<file path="config.mk">
export PLATFORM = sky130hd
export DESIGN_NAME = ir_serial_byte_frame_decoder_unit
export DESIGN_NICKNAME = d
export VERILOG_FILES = /design/src/design/irsbfd_pkg.sv /design/src/design/irsbfd_frame_parser.sv /design/src/design/ir_serial_byte_frame_decoder_unit.sv
export VERILOG_INCLUDE_DIRS = /design/src /design/src/design
export SDC_FILE = /design/constraint.sdc
export NUM_CORES = 1
export LEC_CHECK = 0
export BUFFER_PORTS_ARGS = -buffer_cell sky130_fd_sc_hd__buf_2
export CAP_MARGIN = 0
export CORE_MARGIN = 5
export CORE_UTILIZATION = 40
export CTS_CLUSTER_DIAMETER = 80
export DETAILED_ROUTE_END_ITERATION = 12
export PLACE_DENSITY_LB_ADDON = 0.3
export REMOVE_ABC_BUFFERS = 1
export SYNTH_ARGS = -nofsm -noshare
export SYNTH_HDL_FRONTEND = slang
export SYNTH_HIERARCHICAL = 1
export SYNTH_SLANG_ARGS = --single-unit
</file>
<file path="constraint.sdc">
create_clock -name clk -period 10.01 [get_ports clk]
set_input_delay 1.001 -clock clk [delete_from_list [all_inputs] [get_ports clk]]
set_output_delay 1.001 -clock clk [all_outputs]
set_load 0.01 [all_outputs]
</file>
<file path="src/design/ir_serial_byte_frame_decoder_unit_macros.svh">
// assertion macros for the ir serial byte frame decoder
`ifndef IR_SERIAL_BYTE_FRAME_DECODER_UNIT_MACROS_SVH
`define IR_SERIAL_BYTE_FRAME_DECODER_UNIT_MACROS_SVH

// same-cycle implication, checked out of reset
`define IRSBFD_ASSERT_IMP(lbl, ante, cons, msg) \
    lbl: assert property (@(posedge clk) disable iff (!rst_n) (ante) |-> (cons)) \
        else $error(msg);

// next-cycle implication, checked out of reset
`define IRSBFD_ASSERT_NXT(lbl, ante, cons, msg) \
    lbl: assert property (@(posedge clk) disable iff (!rst_n) (ante) |=> (cons)) \
        else $error(msg);

`endif

</file>
<file path="src/design/irsbfd_pkg.sv">
// shared types and codes of the ir serial byte frame decoder
package irsbfd_pkg;

    localparam int unsigned ADDR_W = 6;
    localparam int unsigned DATA_W = 64;

    localparam logic [7:0] HDR_IDENT = 8'hff;
    localparam logic [7:0] HDR_FLOW  = 8'haa;

    typedef enum logic [2:0] {
        REG_IDENT_START = 3'd0,
        REG_FLOW_START  = 3'd1,
        REG_READ_FLOW   = 3'd2,
        REG_MENU        = 3'd3,
        REG_OTHER_IDENT = 3'd4
    } reg_idx_t;

    typedef enum logic [3:0] {
        EV_BYTE       = 4'd0,
        EV_FLOW       = 4'd1,
        EV_READ_FLOW  = 4'd2,
        EV_FLOW_BACK  = 4'd3,
        EV_IDENT      = 4'd4,
        EV_CLOSE      = 4'd5,
        EV_OPEN       = 4'd6,
        EV_ADD        = 4'd7,
        EV_SUB        = 4'd8,
        EV_CONFIRM    = 4'd9,
        EV_DOWN       = 4'd10,
        EV_BACK       = 4'd11,
        EV_READ_IDENT = 4'd12,
        EV_ABORT      = 4'd13,
        EV_START_ERR  = 4'd14
    } event_t;

    typedef struct packed {
        logic [7:0]  ident_start_code;
        logic [7:0]  flow_start_code;
        logic [7:0]  read_flow_code;
        logic [39:0] menu_codes;
        logic [23:0] other_ident_codes;
    } cfg_t;

    typedef struct packed {
        event_t      evt;
        logic [7:0]  byte_value;
        logic [15:0] value_first;
        logic [15:0] value_second;
    } res_t;

    // either nibble above nine
    function automatic logic not_bcd(input logic [7:0] b);
        return (b[3:0] > 4'd9) || (b[7:4] > 4'd9);
    endfunction

endpackage

</file>
<file path="src/design/irsbfd_frame_parser.sv">
// frame parser: header tracking, command matching and bcd payload gathering
module irsbfd_frame_parser
(
    input  logic                 clk,
    input  logic                 rst_n,
    input  irsbfd_pkg::cfg_t     cfg,
    input  logic                 byte_strobe,
    input  logic [7:0]           rx_byte,
    output irsbfd_pkg::event_t   evt,
    output logic [15:0]          value_first,
    output logic [15:0]          value_second
);

    logic        header_seen_reg, header_seen_next;
    logic        flow_mode_reg, flow_mode_next;
    logic        flow_on_reg, flow_on_next;
    logic [1:0]  flow_idx_reg, flow_idx_next;
    logic [15:0] flow_first_reg, flow_first_next;
    logic [7:0]  flow_sec_hi_reg, flow_sec_hi_next;
    logic        ident_on_reg, ident_on_next;
    logic [1:0]  ident_idx_reg, ident_idx_next;
    logic [7:0]  ident_first_reg, ident_first_next;
    logic [7:0]  ident_sec_hi_reg, ident_sec_hi_next;

    always_comb
    begin
        header_seen_next  = header_seen_reg;
        flow_mode_next    = flow_mode_reg;
        flow_on_next      = flow_on_reg;
        flow_idx_next     = flow_idx_reg;
        flow_first_next   = flow_first_reg;
        flow_sec_hi_next  = flow_sec_hi_reg;
        ident_on_next     = ident_on_reg;
        ident_idx_next    = ident_idx_reg;
        ident_first_next  = ident_first_reg;
        ident_sec_hi_next = ident_sec_hi_reg;
        evt          = irsbfd_pkg::EV_BYTE;
        value_first  = 16'd0;
        value_second = 16'd0;

        if (!header_seen_reg)
        begin
            if (rx_byte == irsbfd_pkg::HDR_IDENT)
            begin
                flow_mode_next   = 1'b0;
                header_seen_next = 1'b1;
            end
            else if (rx_byte == irsbfd_pkg::HDR_FLOW)
            begin
                flow_mode_next   = 1'b1;
                header_seen_next = 1'b1;
            end
        end
        else if (flow_mode_reg)
        begin
            header_seen_next = 1'b0;
            if (!flow_on_reg)
            begin
                flow_idx_next = 2'd0;
                if (rx_byte == cfg.flow_start_code)
                    flow_on_next = 1'b1;
                else if (rx_byte == cfg.read_flow_code)
                    evt = irsbfd_pkg::EV_READ_FLOW;
                else if (rx_byte == cfg.menu_codes[39:32])
                    evt = irsbfd_pkg::EV_FLOW_BACK;
            end
            else if (irsbfd_pkg::not_bcd(rx_byte))
            begin
                flow_on_next  = 1'b0;
                flow_idx_next = 2'd0;
                evt           = irsbfd_pkg::EV_ABORT;
            end
            else
            begin
                case (flow_idx_reg)
                    2'd0:
                    begin
                        flow_first_next = {rx_byte, 8'd0};
                        flow_idx_next   = 2'd1;
                    end
                    2'd1:
                    begin
                        flow_first_next = {flow_first_reg[15:8], rx_byte};
                        flow_idx_next   = 2'd2;
                    end
                    2'd2:
                    begin
                        flow_sec_hi_next = rx_byte;
                        flow_idx_next    = 2'd3;
                    end
                    default:
                    begin
                        flow_on_next  = 1'b0;
                        flow_idx_next = 2'd0;
                        evt           = irsbfd_pkg::EV_FLOW;
                        value_first   = flow_first_reg;
                        value_second  = {flow_sec_hi_reg, rx_byte};
                    end
                endcase
            end
        end
        else
        begin
            header_seen_next = 1'b0;
            if (!ident_on_reg)
            begin
                ident_idx_next = 2'd0;
                if (rx_byte == cfg.ident_start_code)
                    ident_on_next = 1'b1;
                else if (rx_byte == cfg.other_ident_codes[7:0])
                    evt = irsbfd_pkg::EV_CLOSE;
                else if (rx_byte == cfg.other_ident_codes[15:8])
                    evt = irsbfd_pkg::EV_OPEN;
                else if (rx_byte == cfg.menu_codes[7:0])
                    evt = irsbfd_pkg::EV_ADD;
                else if (rx_byte == cfg.menu_codes[15:8])
                    evt = irsbfd_pkg::EV_SUB;
                else if (rx_byte == cfg.menu_codes[23:16])
                    evt = irsbfd_pkg::EV_CONFIRM;
                else if (rx_byte == cfg.menu_codes[31:24])
                    evt = irsbfd_pkg::EV_DOWN;
                else if (rx_byte == cfg.menu_codes[39:32])
                    evt = irsbfd_pkg::EV_BACK;
                else if (rx_byte == cfg.other_ident_codes[23:16])
                    evt = irsbfd_pkg::EV_READ_IDENT;
            end
            else if (irsbfd_pkg::not_bcd(rx_byte))
            begin
                ident_on_next  = 1'b0;
                ident_idx_next = 2'd0;
                evt            = irsbfd_pkg::EV_ABORT;
            end
            else
            begin
                case (ident_idx_reg)
                    2'd0:
                    begin
                        ident_first_next = rx_byte;
                        ident_idx_next   = 2'd1;
                    end
                    2'd1:
                    begin
                        ident_sec_hi_next = rx_byte;
                        ident_idx_next    = 2'd2;
                    end
                    // index three is unreachable and behaves as index two
                    default:
                    begin
                        ident_on_next  = 1'b0;
                        ident_idx_next = 2'd0;
                        evt            = irsbfd_pkg::EV_IDENT;
                        value_first    = {8'd0, ident_first_reg};
                        value_second   = {ident_sec_hi_reg, rx_byte};
                    end
                endcase
            end
        end
    end

    always_ff @(posedge clk or negedge rst_n)
    begin
        if (!rst_n)
        begin
            header_seen_reg <= 1'b0;
            flow_mode_reg   <= 1'b0;
            flow_on_reg     <= 1'b0;
            flow_idx_reg    <= 2'd0;
            ident_on_reg    <= 1'b0;
            ident_idx_reg   <= 2'd0;
        end
        else if (byte_strobe)
        begin
            header_seen_reg <= header_seen_next;
            flow_mode_reg   <= flow_mode_next;
            flow_on_reg     <= flow_on_next;
            flow_idx_reg    <= flow_idx_next;
            ident_on_reg    <= ident_on_next;
            ident_idx_reg   <= ident_idx_next;
        end
    end

    // payload words are only read after they have been written
    always_ff @(posedge clk)
    begin
        if (byte_strobe)
        begin
            flow_first_reg   <= flow_first_next;
            flow_sec_hi_reg  <= flow_sec_hi_next;
            ident_first_reg  <= ident_first_next;
            ident_sec_hi_reg <= ident_sec_hi_next;
        end
    end

endmodule

</file>
<file path="src/design/ir_serial_byte_frame_decoder_unit.sv">
// top level of the ir serial byte frame decoder: receiver, config port and result buffer
//
// input channel (item_valid / item_stall, kind, line_level): one transaction per
// line event. kind 0 is an edge check after a falling edge, kind 1 a sampling tick.
// an edge check with the line low starts a byte; three ticks per bit are voted,
// followed by one idle tick; nine bits (start bit then data, lsb first) make a byte.
// result channel (result_valid / result_stall, event_res, byte_value, value_first,
// value_second): at most one transaction per input transaction, on the tick that
// completes a byte or detects a high start bit.
// throughput: one input transaction per clock while item_stall is low, as the receiver and
// parser update is combinational between the state registers and the result register.
// a result is registered in the output register, or in the skid entry on a stall.
// when the receiver stalls, a one-entry skid register holds a further result;
// item_stall is raised only while that skid entry is full.
// configuration: apb-style, 64-bit data, register i at byte address 8*i, to be written by
// the user while the block is idle (not enforced by the block); pready is tied high.
// reset (rst_n, asynchronous, active low) clears the receiver, the parser control state,
// the valid flags of the result buffer and all configuration registers to zero.
`include "ir_serial_byte_frame_decoder_unit_macros.svh"

module ir_serial_byte_frame_decoder_unit
(
    input  logic                              clk,
    input  logic                              rst_n,
    // configuration port
    input  logic                              psel,
    input  logic                              penable,
    input  logic                              pwrite,
    input  logic [irsbfd_pkg::ADDR_W-1:0]     paddr,
    input  logic [irsbfd_pkg::DATA_W-1:0]     pwdata,
    output logic [irsbfd_pkg::DATA_W-1:0]     prdata,
    output logic                              pready,
    // input channel
    input  logic                              item_valid,
    output logic                              item_stall,
    input  logic                              kind,
    input  logic                              line_level,
    // result channel
    output logic                              result_valid,
    input  logic                              result_stall,
    output logic [3:0]                        event_res,
    output logic [7:0]                        byte_value,
    output logic [15:0]                       value_first,
    output logic [15:0]                       value_second
);

    // configuration registers
    irsbfd_pkg::cfg_t      cfg_reg;
    irsbfd_pkg::reg_idx_t  reg_sel;
    logic                  cfg_write;

    // receiver state
    logic       receiving_reg, receiving_next;
    logic [1:0] phase_reg, phase_next;
    logic [1:0] high_reg, high_next;
    logic [3:0] bit_idx_reg, bit_idx_next;
    logic [7:0] shift_reg, shift_next;

    logic       item_accept;
    logic       byte_done;
    logic       start_err;
    logic       res_valid;
    logic [1:0] high_inc;

    irsbfd_pkg::event_t  parse_evt;
    logic [15:0]         parse_v1;
    logic [15:0]         parse_v2;
    irsbfd_pkg::res_t    res_new;

    // result buffer: output register plus one skid entry
    logic              out_valid_reg;
    irsbfd_pkg::res_t  out_reg;
    logic              skid_valid_reg;
    irsbfd_pkg::res_t  skid_reg;
    logic              out_free;
    logic              res_push;

    // ---------------------------------------------------------------- config port
    assign pready    = 1'b1;
    assign reg_sel   = irsbfd_pkg::reg_idx_t'(paddr[5:3]);
    assign cfg_write = psel && penable && pwrite && pready;

    always_ff @(posedge clk or negedge rst_n)
    begin
        if (!rst_n)
        begin
            cfg_reg <= '0;
        end
        else if (cfg_write)
        begin
            unique case (reg_sel)
                irsbfd_pkg::REG_IDENT_START: cfg_reg.ident_start_code  <= pwdata[7:0];
                irsbfd_pkg::REG_FLOW_START:  cfg_reg.flow_start_code   <= pwdata[7:0];
                irsbfd_pkg::REG_READ_FLOW:   cfg_reg.read_flow_code    <= pwdata[7:0];
                irsbfd_pkg::REG_MENU:        cfg_reg.menu_codes        <= pwdata[39:0];
                irsbfd_pkg::REG_OTHER_IDENT: cfg_reg.other_ident_codes <= pwdata[23:0];
                default: ;  // addresses past the register list are ignored
            endcase
        end
    end

    always_comb
    begin
        unique case (reg_sel)
            irsbfd_pkg::REG_IDENT_START: prdata = {56'd0, cfg_reg.ident_start_code};
            irsbfd_pkg::REG_FLOW_START:  prdata = {56'd0, cfg_reg.flow_start_code};
            irsbfd_pkg::REG_READ_FLOW:   prdata = {56'd0, cfg_reg.read_flow_code};
            irsbfd_pkg::REG_MENU:        prdata = {24'd0, cfg_reg.menu_codes};
            irsbfd_pkg::REG_OTHER_IDENT: prdata = {40'd0, cfg_reg.other_ident_codes};
            default:                     prdata = '0;
        endcase
    end

    // ---------------------------------------------------------------- receiver
    assign item_stall  = skid_valid_reg;
    assign item_accept = item_valid && !item_stall;
    assign high_inc    = high_reg + {1'b0, line_level};

    always_comb
    begin
        receiving_next = receiving_reg;
        phase_next     = phase_reg;
        high_next      = high_reg;
        bit_idx_next   = bit_idx_reg;
        shift_next     = shift_reg;
        byte_done      = 1'b0;
        start_err      = 1'b0;

        if (!kind)
        begin
            // edge check only starts a byte from idle with the line low
            if (!receiving_reg && !line_level)
            begin
                receiving_next = 1'b1;
                phase_next     = 2'd0;
                high_next      = 2'd0;
                bit_idx_next   = 4'd0;
                shift_next     = 8'd0;
            end
        end
        else if (receiving_reg)
        begin
            if (phase_reg == 2'd3)
            begin
                // idle tick between bits
                phase_next = 2'd0;
            end
            else if (phase_reg == 2'd2)
            begin
                // third sample: majority vote and shift in
                phase_next = 2'd3;
                high_next  = 2'd0;
                shift_next = {(high_inc > 2'd1), shift_reg[7:1]};
                if (bit_idx_reg == 4'd8)
                begin
                    receiving_next = 1'b0;
                    byte_done      = 1'b1;
                end
                else if (bit_idx_reg == 4'd0 && shift_next != 8'd0)
                begin
                    receiving_next = 1'b0;
                    start_err      = 1'b1;
                end
                else
                begin
                    bit_idx_next = bit_idx_reg + 4'd1;
                end
            end
            else
            begin
                phase_next = phase_reg + 2'd1;
                high_next  = high_inc;
            end
        end
    end

    always_ff @(posedge clk or negedge rst_n)
    begin
        if (!rst_n)
        begin
            receiving_reg <= 1'b0;
            phase_reg     <= 2'd0;
            high_reg      <= 2'd0;
            bit_idx_reg   <= 4'd0;
            shift_reg     <= 8'd0;
        end
        else if (item_accept)
        begin
            receiving_reg <= receiving_next;
            phase_reg     <= phase_next;
            high_reg      <= high_next;
            bit_idx_reg   <= bit_idx_next;
            shift_reg     <= shift_next;
        end
    end

    // ---------------------------------------------------------------- frame parser
    irsbfd_frame_parser u_parser
    (
        .clk          (clk),
        .rst_n        (rst_n),
        .cfg          (cfg_reg),
        .byte_strobe  (item_accept && byte_done),
        .rx_byte      (shift_next),
        .evt          (parse_evt),
        .value_first  (parse_v1),
        .value_second (parse_v2)
    );

    always_comb
    begin
        if (start_err)
        begin
            res_new.evt          = irsbfd_pkg::EV_START_ERR;
            res_new.byte_value   = 8'd0;
            res_new.value_first  = 16'd0;
            res_new.value_second = 16'd0;
        end
        else
        begin
            res_new.evt          = parse_evt;
            res_new.byte_value   = shift_next;
            res_new.value_first  = parse_v1;
            res_new.value_second = parse_v2;
        end
    end

    assign res_valid = byte_done || start_err;
    assign res_push  = item_accept && res_valid;

    // ---------------------------------------------------------------- result buffer
    assign out_free = !out_valid_reg || !result_stall;

    always_ff @(posedge clk or negedge rst_n)
    begin
        if (!rst_n)
        begin
            out_valid_reg  <= 1'b0;
            skid_valid_reg <= 1'b0;
        end
        else if (out_free)
        begin
            // skid entry drains first; no new transaction is accepted meanwhile
            out_valid_reg  <= skid_valid_reg || res_push;
            skid_valid_reg <= 1'b0;
        end
        else if (res_push)
        begin
            skid_valid_reg <= 1'b1;
        end
    end

    always_ff @(posedge clk)
    begin
        if (out_free)
        begin
            out_reg <= skid_valid_reg ? skid_reg : res_new;
        end
        else if (res_push)
        begin
            skid_reg <= res_new;
        end
    end

    assign result_valid = out_valid_reg;
    assign event_res    = out_reg.evt;
    assign byte_value   = out_reg.byte_value;
    assign value_first  = out_reg.value_first;
    assign value_second = out_reg.value_second;

    // ---------------------------------------------------------------- assertions
    `IRSBFD_ASSERT_IMP(a_skid_behind_out, skid_valid_reg, out_valid_reg, "skid entry without output entry")
    `IRSBFD_ASSERT_IMP(a_result_on_tick, res_valid, kind && receiving_reg, "result outside a received tick")
    `IRSBFD_ASSERT_IMP(a_bit_index_range, receiving_reg, bit_idx_reg <= 4'd8, "bit index past the stop of a byte")
    `IRSBFD_ASSERT_NXT(a_stall_holds_result, out_valid_reg && result_stall, out_valid_reg, "stalled result dropped")

endmodule

</file>
## Word-level counts from Yosys, hierarchy flattened

Cells that the tools add are included.

- Register bits after elaboration: 243
- Output and inout bits: 111

- Equal/unequal tests: 28
- Bitwise operators: 5
- $add $sub $neg: 3
- Order comparisons: 3
- Multiplexer cells: 100
- Reduce and logical (&&, ||, !) cells: 45

Operators by type and width:

| cell | number |
|---|---|
| 16-bit 2-to-1 mux | 15 |
| 40-bit one-hot mux with 5 select lines | 1 |
| 4-bit 2-to-1 mux | 24 |
| 8-bit == test | 11 |
| 44-bit 2-to-1 mux | 2 |
| 8-bit 2-to-1 mux | 6 |
| 1-bit 2-to-1 mux | 34 |
| 16-bit one-hot mux with 2 select lines | 1 |
| 2-bit 2-to-1 mux | 14 |
| 6-bit AND reduction | 4 |
| 8-bit == test, second input constant | 2 |
| 2-bit AND reduction | 7 |
| 7-bit AND reduction | 2 |
| 3-bit AND reduction | 4 |
| 4-bit greater-than comparator, second input constant | 2 |
| 2-bit nonzero test | 4 |
| 8-bit nonzero test | 1 |
| 1-bit logical AND | 7 |
| 2-bit == test, second input constant | 3 |
| 3-bit by 2-bit == test with 1-bit output, second input constant | 2 |
| 2-bit != test, second input constant | 3 |
| 2-bit one-hot mux with 3 select lines | 1 |
| 1-bit zero test | 5 |
| 1-bit NOT | 5 |
| 18 further kinds | 24 |

## Logic depth before layout (Yosys ltp)

- Depth in word-level cells: 21
- Mapped depth: 18
- Mapped depth without buffers: 14

## Hierarchy

Netlist, hierarchy kept.

Modules (own cells, without submodules):

| module | times used | cells an instance | area each (um^2) |
|---|---|---|---|
| ir_serial_byte_frame_decoder_unit | 1 | 712 | 9257.6 |
| irsbfd_frame_parser | 1 | 341 | 3432.0 |

## Worst setup path before layout

No wires, ideal clock.

- Kind: input port to flip-flop
- From: input line_level
- To: register u_parser.ident_sec_hi_reg[0] (enable)
- Required time: 9612 ps
- Slack: 5925 ps
- Stages on the path: 11
- Arrival: 3687 ps
- Library setup time: 398 ps
- Path through: ha_1 xor2_1 mux2_2 a22oi_1 inv_1 buf_6 buf_2 o21ai_0 and2_1 nand2_1 nor4_1

- Cells in the longest elaborated chain, start to end: 10
- Elaborated cells between the ends (all ways): 14
- Those cells by class: 1 x add/sub; 3 x order compare; 5 x mux; 1 x bitwise; 4 x reduce/logical

RTL lines:

| what | line | text |
|---|---|---|
| start: declaration | ir_serial_byte_frame_decoder_unit.sv:37 | `input logic line_level,` |
| 2-bit by 1-bit adder with 2-bit output | ir_serial_byte_frame_decoder_unit.sv:117 | `assign high_inc = high_reg + {1'b0, line_level};` |
| 2-bit by 1-bit greater-than comparator with 1-bit output | ir_serial_byte_frame_decoder_unit.sv:153 | `shift_next = {(high_inc > 2'd1), shift_reg[7:1]};` |
| 8-bit 2-to-1 mux | ir_serial_byte_frame_decoder_unit.sv:148 | `else if (phase_reg == 2'd2)` |
| 8-bit 2-to-1 mux | ir_serial_byte_frame_decoder_unit.sv:143 | `if (phase_reg == 2'd3)` |
| 8-bit 2-to-1 mux | ir_serial_byte_frame_decoder_unit.sv:141 | `else if (receiving_reg)` |
| 8-bit 2-to-1 mux (*) | ir_serial_byte_frame_decoder_unit.sv:129 | `if (!kind)` |
| named net shift_next[7] | ir_serial_byte_frame_decoder_unit.sv:57 | `logic [7:0] shift_reg, shift_next;` |
| 4-bit greater-than comparator (*) | irsbfd_pkg.sv:53 | `return (b[3:0] > 4'd9) \|\| (b[7:4] > 4'd9);` |
| 1-bit logical OR (*) | irsbfd_pkg.sv:53 |  |
| 1-bit NOT (no source line) (*) | - |  |
| 6-bit AND reduction (no source line) (*) | - |  |
| end signal: assignment | irsbfd_frame_parser.sv:190 | `ident_sec_hi_reg <= ident_sec_hi_next;` |
| end: declaration | irsbfd_frame_parser.sv:23 | `logic [7:0] ident_sec_hi_reg, ident_sec_hi_next;` |

Mark *: on every way through the listed nets, which the timed path passes. The rest lies on a longest branch.
A chain may end at the register's enable or synchronous reset.

## Worst setup path in the final report

- From: input kind
- To: register out_reg, in the netlist value_second[5], data pin

- Cells in the longest elaborated chain, start to end: 9
- Elaborated cells between the ends (all ways): 15
- Those cells by class: 2 x order compare; 12 x mux; 1 x reduce/logical

RTL lines:

| what | line | text |
|---|---|---|
| start: declaration | ir_serial_byte_frame_decoder_unit.sv:36 | `input logic kind,` |
| 8-bit 2-to-1 mux (*) | ir_serial_byte_frame_decoder_unit.sv:129 |  |
| named net shift_next[6] | ir_serial_byte_frame_decoder_unit.sv:57 |  |
| 4-bit greater-than comparator (*) | irsbfd_pkg.sv:53 |  |
| 1-bit logical OR (*) | irsbfd_pkg.sv:53 |  |
| 16-bit 2-to-1 mux, on equally long branches | irsbfd_frame_parser.sv:127, irsbfd_frame_parser.sv:67 |  |
| 16-bit 2-to-1 mux, on equally long branches | irsbfd_frame_parser.sv:105, irsbfd_frame_parser.sv:57 |  |
| 16-bit 2-to-1 mux (*) | irsbfd_frame_parser.sv:54 | `else if (flow_mode_reg)` |
| 16-bit 2-to-1 mux (*) | irsbfd_frame_parser.sv:41 | `if (!header_seen_reg)` |
| named net parse_v2[5] | ir_serial_byte_frame_decoder_unit.sv:67 | `logic [15:0] parse_v2;` |
| 44-bit 2-to-1 mux (*) | ir_serial_byte_frame_decoder_unit.sv:212 | `if (start_err)` |
| 44-bit 2-to-1 mux (*) | ir_serial_byte_frame_decoder_unit.sv:257 | `out_reg <= skid_valid_reg ? skid_reg : res_new;` |
| end signal: assignment | ir_serial_byte_frame_decoder_unit.sv:257 |  |
| end: declaration | ir_serial_byte_frame_decoder_unit.sv:72 | `irsbfd_pkg::res_t out_reg;` |

Marked as above.

==> metrics.md <==
| Metric | Value |
|---|---|
| Outcome | `complete, no violations` |
| Slew HR | `between 10% and 20%` |
| Number of diodes | `0` |
| Max Slew Vio Count | `0` |
| Clk_skew | `approximately 14 ps` |
| Cell Chain, Critical Path | `buf_2 > o21ba_2 > a32o_1 > a31oi_1 > inv_1 > buf_4 > o21ai_0 > and2_1 > nand2_1 > nor3_4 > o21a_1 > and2_1 > inv_1 > o31ai_2` |
| TritonCTS clock tree | `built` |
| Sink Count | `around 240` |
| Final net count | `1252` |
| Area grow syn2layout | `13.36%` |
| Setup Viol. Count Final | `0` |
| Power Total | `3.216 mW` |
| Initial DRC count | `566` |
| Crit path buf inv count | `4` |
| Asr flop ratio synth | `a little under half` |
| Routability cong. | `roughly 0.8` |
| Worst slew pin tran | `1201 ps` |
| Clk buf depth | `3` |
| Cell area after synthesis | `0.01269 mm²` |
| Via-per-instance ratio | `~5.2` |
| Full die area | `~0.035 mm²` |
| Worst-path fanout max | `39` |
| Met3 GRT Util | `~2.7%` |
| P_leak | `about 6.0 nW` |
| FF+latch area | `roughly 0.0067 mm²` |
| Cell Count, Final, Fillers Out | `between 1500 and 2000` |
| Most frequent cells in the layout | `buf_2 (136), edfxtp_1 (128), dfrtp_1 (114)` |
| Die width | `roughly 190 µm` |
| Setup TNS | `0 ps` |
| Routed len/inst | `between 15 and 20 µm` |
| H-tree Lvls | `1` |
| Met1 usage | `about 22%` |
| EDFF count, synth | `between 100 and 150` |
| Worst VDD drop | `0.0001208 V` |
| Share of layout cells above drive strength 1 | `approximately 31%` |
| First-pass GRT wire length | `47160 µm` |
| DIE HEIGHT | `188.1 µm` |
| Inserted Clock Buffers | `28` |
| Sequential area share after synthesis | `~53%` |
| Vias in the first global route | `~8400` |
| Final Core Density | `between 40% and 50%` |
| Final Hold Viols | `0` |
| Initial antenna violation count | `0` |
| Post-CTS sizing | `0` |
| Critical path arrival | `~4900 ps` |
| Hold Path Class | `reg -> reg` |
| Power Dens Cells | `between 200 and 250 mW/mm²` |
| Root buf cell | `clkbuf_16` |
| Router iterations before antenna repair | `4` |
| DRC violations left | `0` |
| Port Buf Inserts | `approximately 140` |
| Min Tclk post-route | `4574 ps` |
| Setup CP Type | `in -> reg` |
| Dpl cells | `1534` |
| Most common cell after layout, fill and taps aside | `buf_2` |
| Busiest layer in global routing | `met2` |
| Top_reg_cell synth | `edfxtp_1` |
| Largest net degree at the start of global routing | `77` |
| Multi-input gate area | `0.005256 mm²` |
| Total global routing overflow | `0` |
| Total number of vias | `8301` |
| Wirelength, routed | `between 20000 and 30000 µm` |
| Crit-path max cell delay | `roughly 660 ps` |
| Crit path capture type | `flop` |
| Synth cell types | `63` |
| All-layer global routing usage | `between 10% and 20%` |
| Syn Area/Cell | `about 12 µm²` |
| Max reg flops | `88` |
| Kind of cell adding the most delay to the critical path | `compound AO/OA/AOI/OAI gates` |
| Reg2Reg Depth | `14` |
| RSZ-0062 raised after global routing | `false` |
| Clk slew on worst S/H paths | `about 60 ps` |
| Required time of the critical path | `about 10000 ps` |
| Top Ports | `190` |
| Met2 usage | `between 20% and 30%` |
| Critical path depth | `14` |
| Detailed placement HPWL | `around 19000 µm` |
| Startpoint types | `primary input` |
| Worst hold stages | `2` |
| Worst-Skew Late Latency | `approximately 540 ps` |
| Placeable Area | `0.03147 mm²` |
| CP max-delay cell | `nor3_4` |
| Initial core utilization | `between 40% and 50%` |
| F_max | `approximately 220 MHz` |
| Post-CTS Hold Fix Bufs | `0` |
| Maxcap violations | `0` |
| Cell row count | `65` |
| Filler cells | `just under 3000` |
| Post-synthesis register bit count | `approximately 240` |
| ANT nets after route | `0` |
| Post-Syn Instances | `1053` |
| Fin crit share | `roughly 46%` |
| Yosys warns | `6` |
| Post-CTS setup buffer count | `0` |
through the flow:
| step | hold WS [ps] | instance area, µm² | setup WS, ps |
|---|---|---|---|
| final | 487.3 | 14390 | 5436 |
| after global routing | 523.3 | 14390 | 5091 |
| after CTS | 492.1 | 14390 | 5446 |
| after detailed placement | 478.9 | 13510 | 4897 |
| after global placement | 470.9 | 13510 | 4962 |
| after floorplan | 453.8 | 12150 | 5609 |
final cells by class:
cell class,instances,area share (%)
tap,402,3.497
multi-input combinational,681,36.54
timing repair buffer,156,5.775
inverter,52,1.357
clock buffer,39,5.227
sequential,243,46.75
clock inverter,13,0.8524
where the power goes:
part	total [mW]	internal, mW	switching, mW	leakage, nW
clock	0.968	0.574	0.394	0.423
combinational	0.920	0.401	0.519	2.93
sequential	1.33	1.21	0.117	2.67
synth_stat cells, types with 7 or more instances:
library cell	instances	area [µm²]
edfxtp_1	128	3844
dfrtp_1	115	2878
mux2_2	97	1092
nand2_1	60	225.2
nor2_1	57	214.0
xnor2_1	56	490.5
inv_1	52	195.2
o31ai_2	41	513.0
a22o_1	36	315.3
a22oi_1	33	247.7
xor2_1	33	289.0
clkbuf_1	31	116.4
buf_4	30	225.2
and3_1	26	162.7
buf_2	23	115.1
and2_1	22	137.6
nor2_2	21	131.4
buf_6	14	157.7
nand4_1	14	87.58
nor2b_1	14	87.58
o21ai_0	13	65.06
ha_1	11	137.6
nor4_1	11	68.82
o22ai_1	10	62.56
nand2b_1	9	56.30
a31oi_1	8	50.05
a32o_1	7	70.07
nand3_1	7	35.03
routing by layer:
metal  vias up  routed length, µm
met5         -                  0
met2       226              13870
met1      4074              13340
met4         0                682
met3        46               1498
li1       3955                  -
path summary, 6_finish.rpt:
check / startpoint / slack, ps / end
max in group asynchronous: rst_n / 8120 / item_stall
min: high_reg[0] / 490 / high_reg[0]
max reg2reg: phase_reg[0] / 5450 / value_second[5]
max: kind / 5440 / value_second[5]
min reg2reg: high_reg[0] / 490 / high_reg[0]
min in group asynchronous: rst_n / 540 / cfg_reg[66]
worst reg2reg max path, delay by kind of cell, from the launching register on:
family / cells / cell delay (ps)
AO/OA/AOI/OAI: 4 / 1080
AND/OR/NAND/NOR: 5 / 1660
flip-flops: 1 / 420
multiplexers: 1 / 380
adder cells (fa/ha/maj): 1 / 260
buffers and inverters: 3 / 560
cells by family (layout without fill, tap and decap cells):
kind of cell    Yosys count  in the layout  synth area share, %
mux                     102            102                9.012
simple gates            271            271                11.70
other cells               2             25              0.05918
fa+ha+maj                11             11                1.085
buf+inv                 152            260                6.458
compound gates          183            183                12.57
flops                   243            243                52.97
xor+xnor                 89             89                6.143
Note: power is estimated with default switching activity, not from simulation.
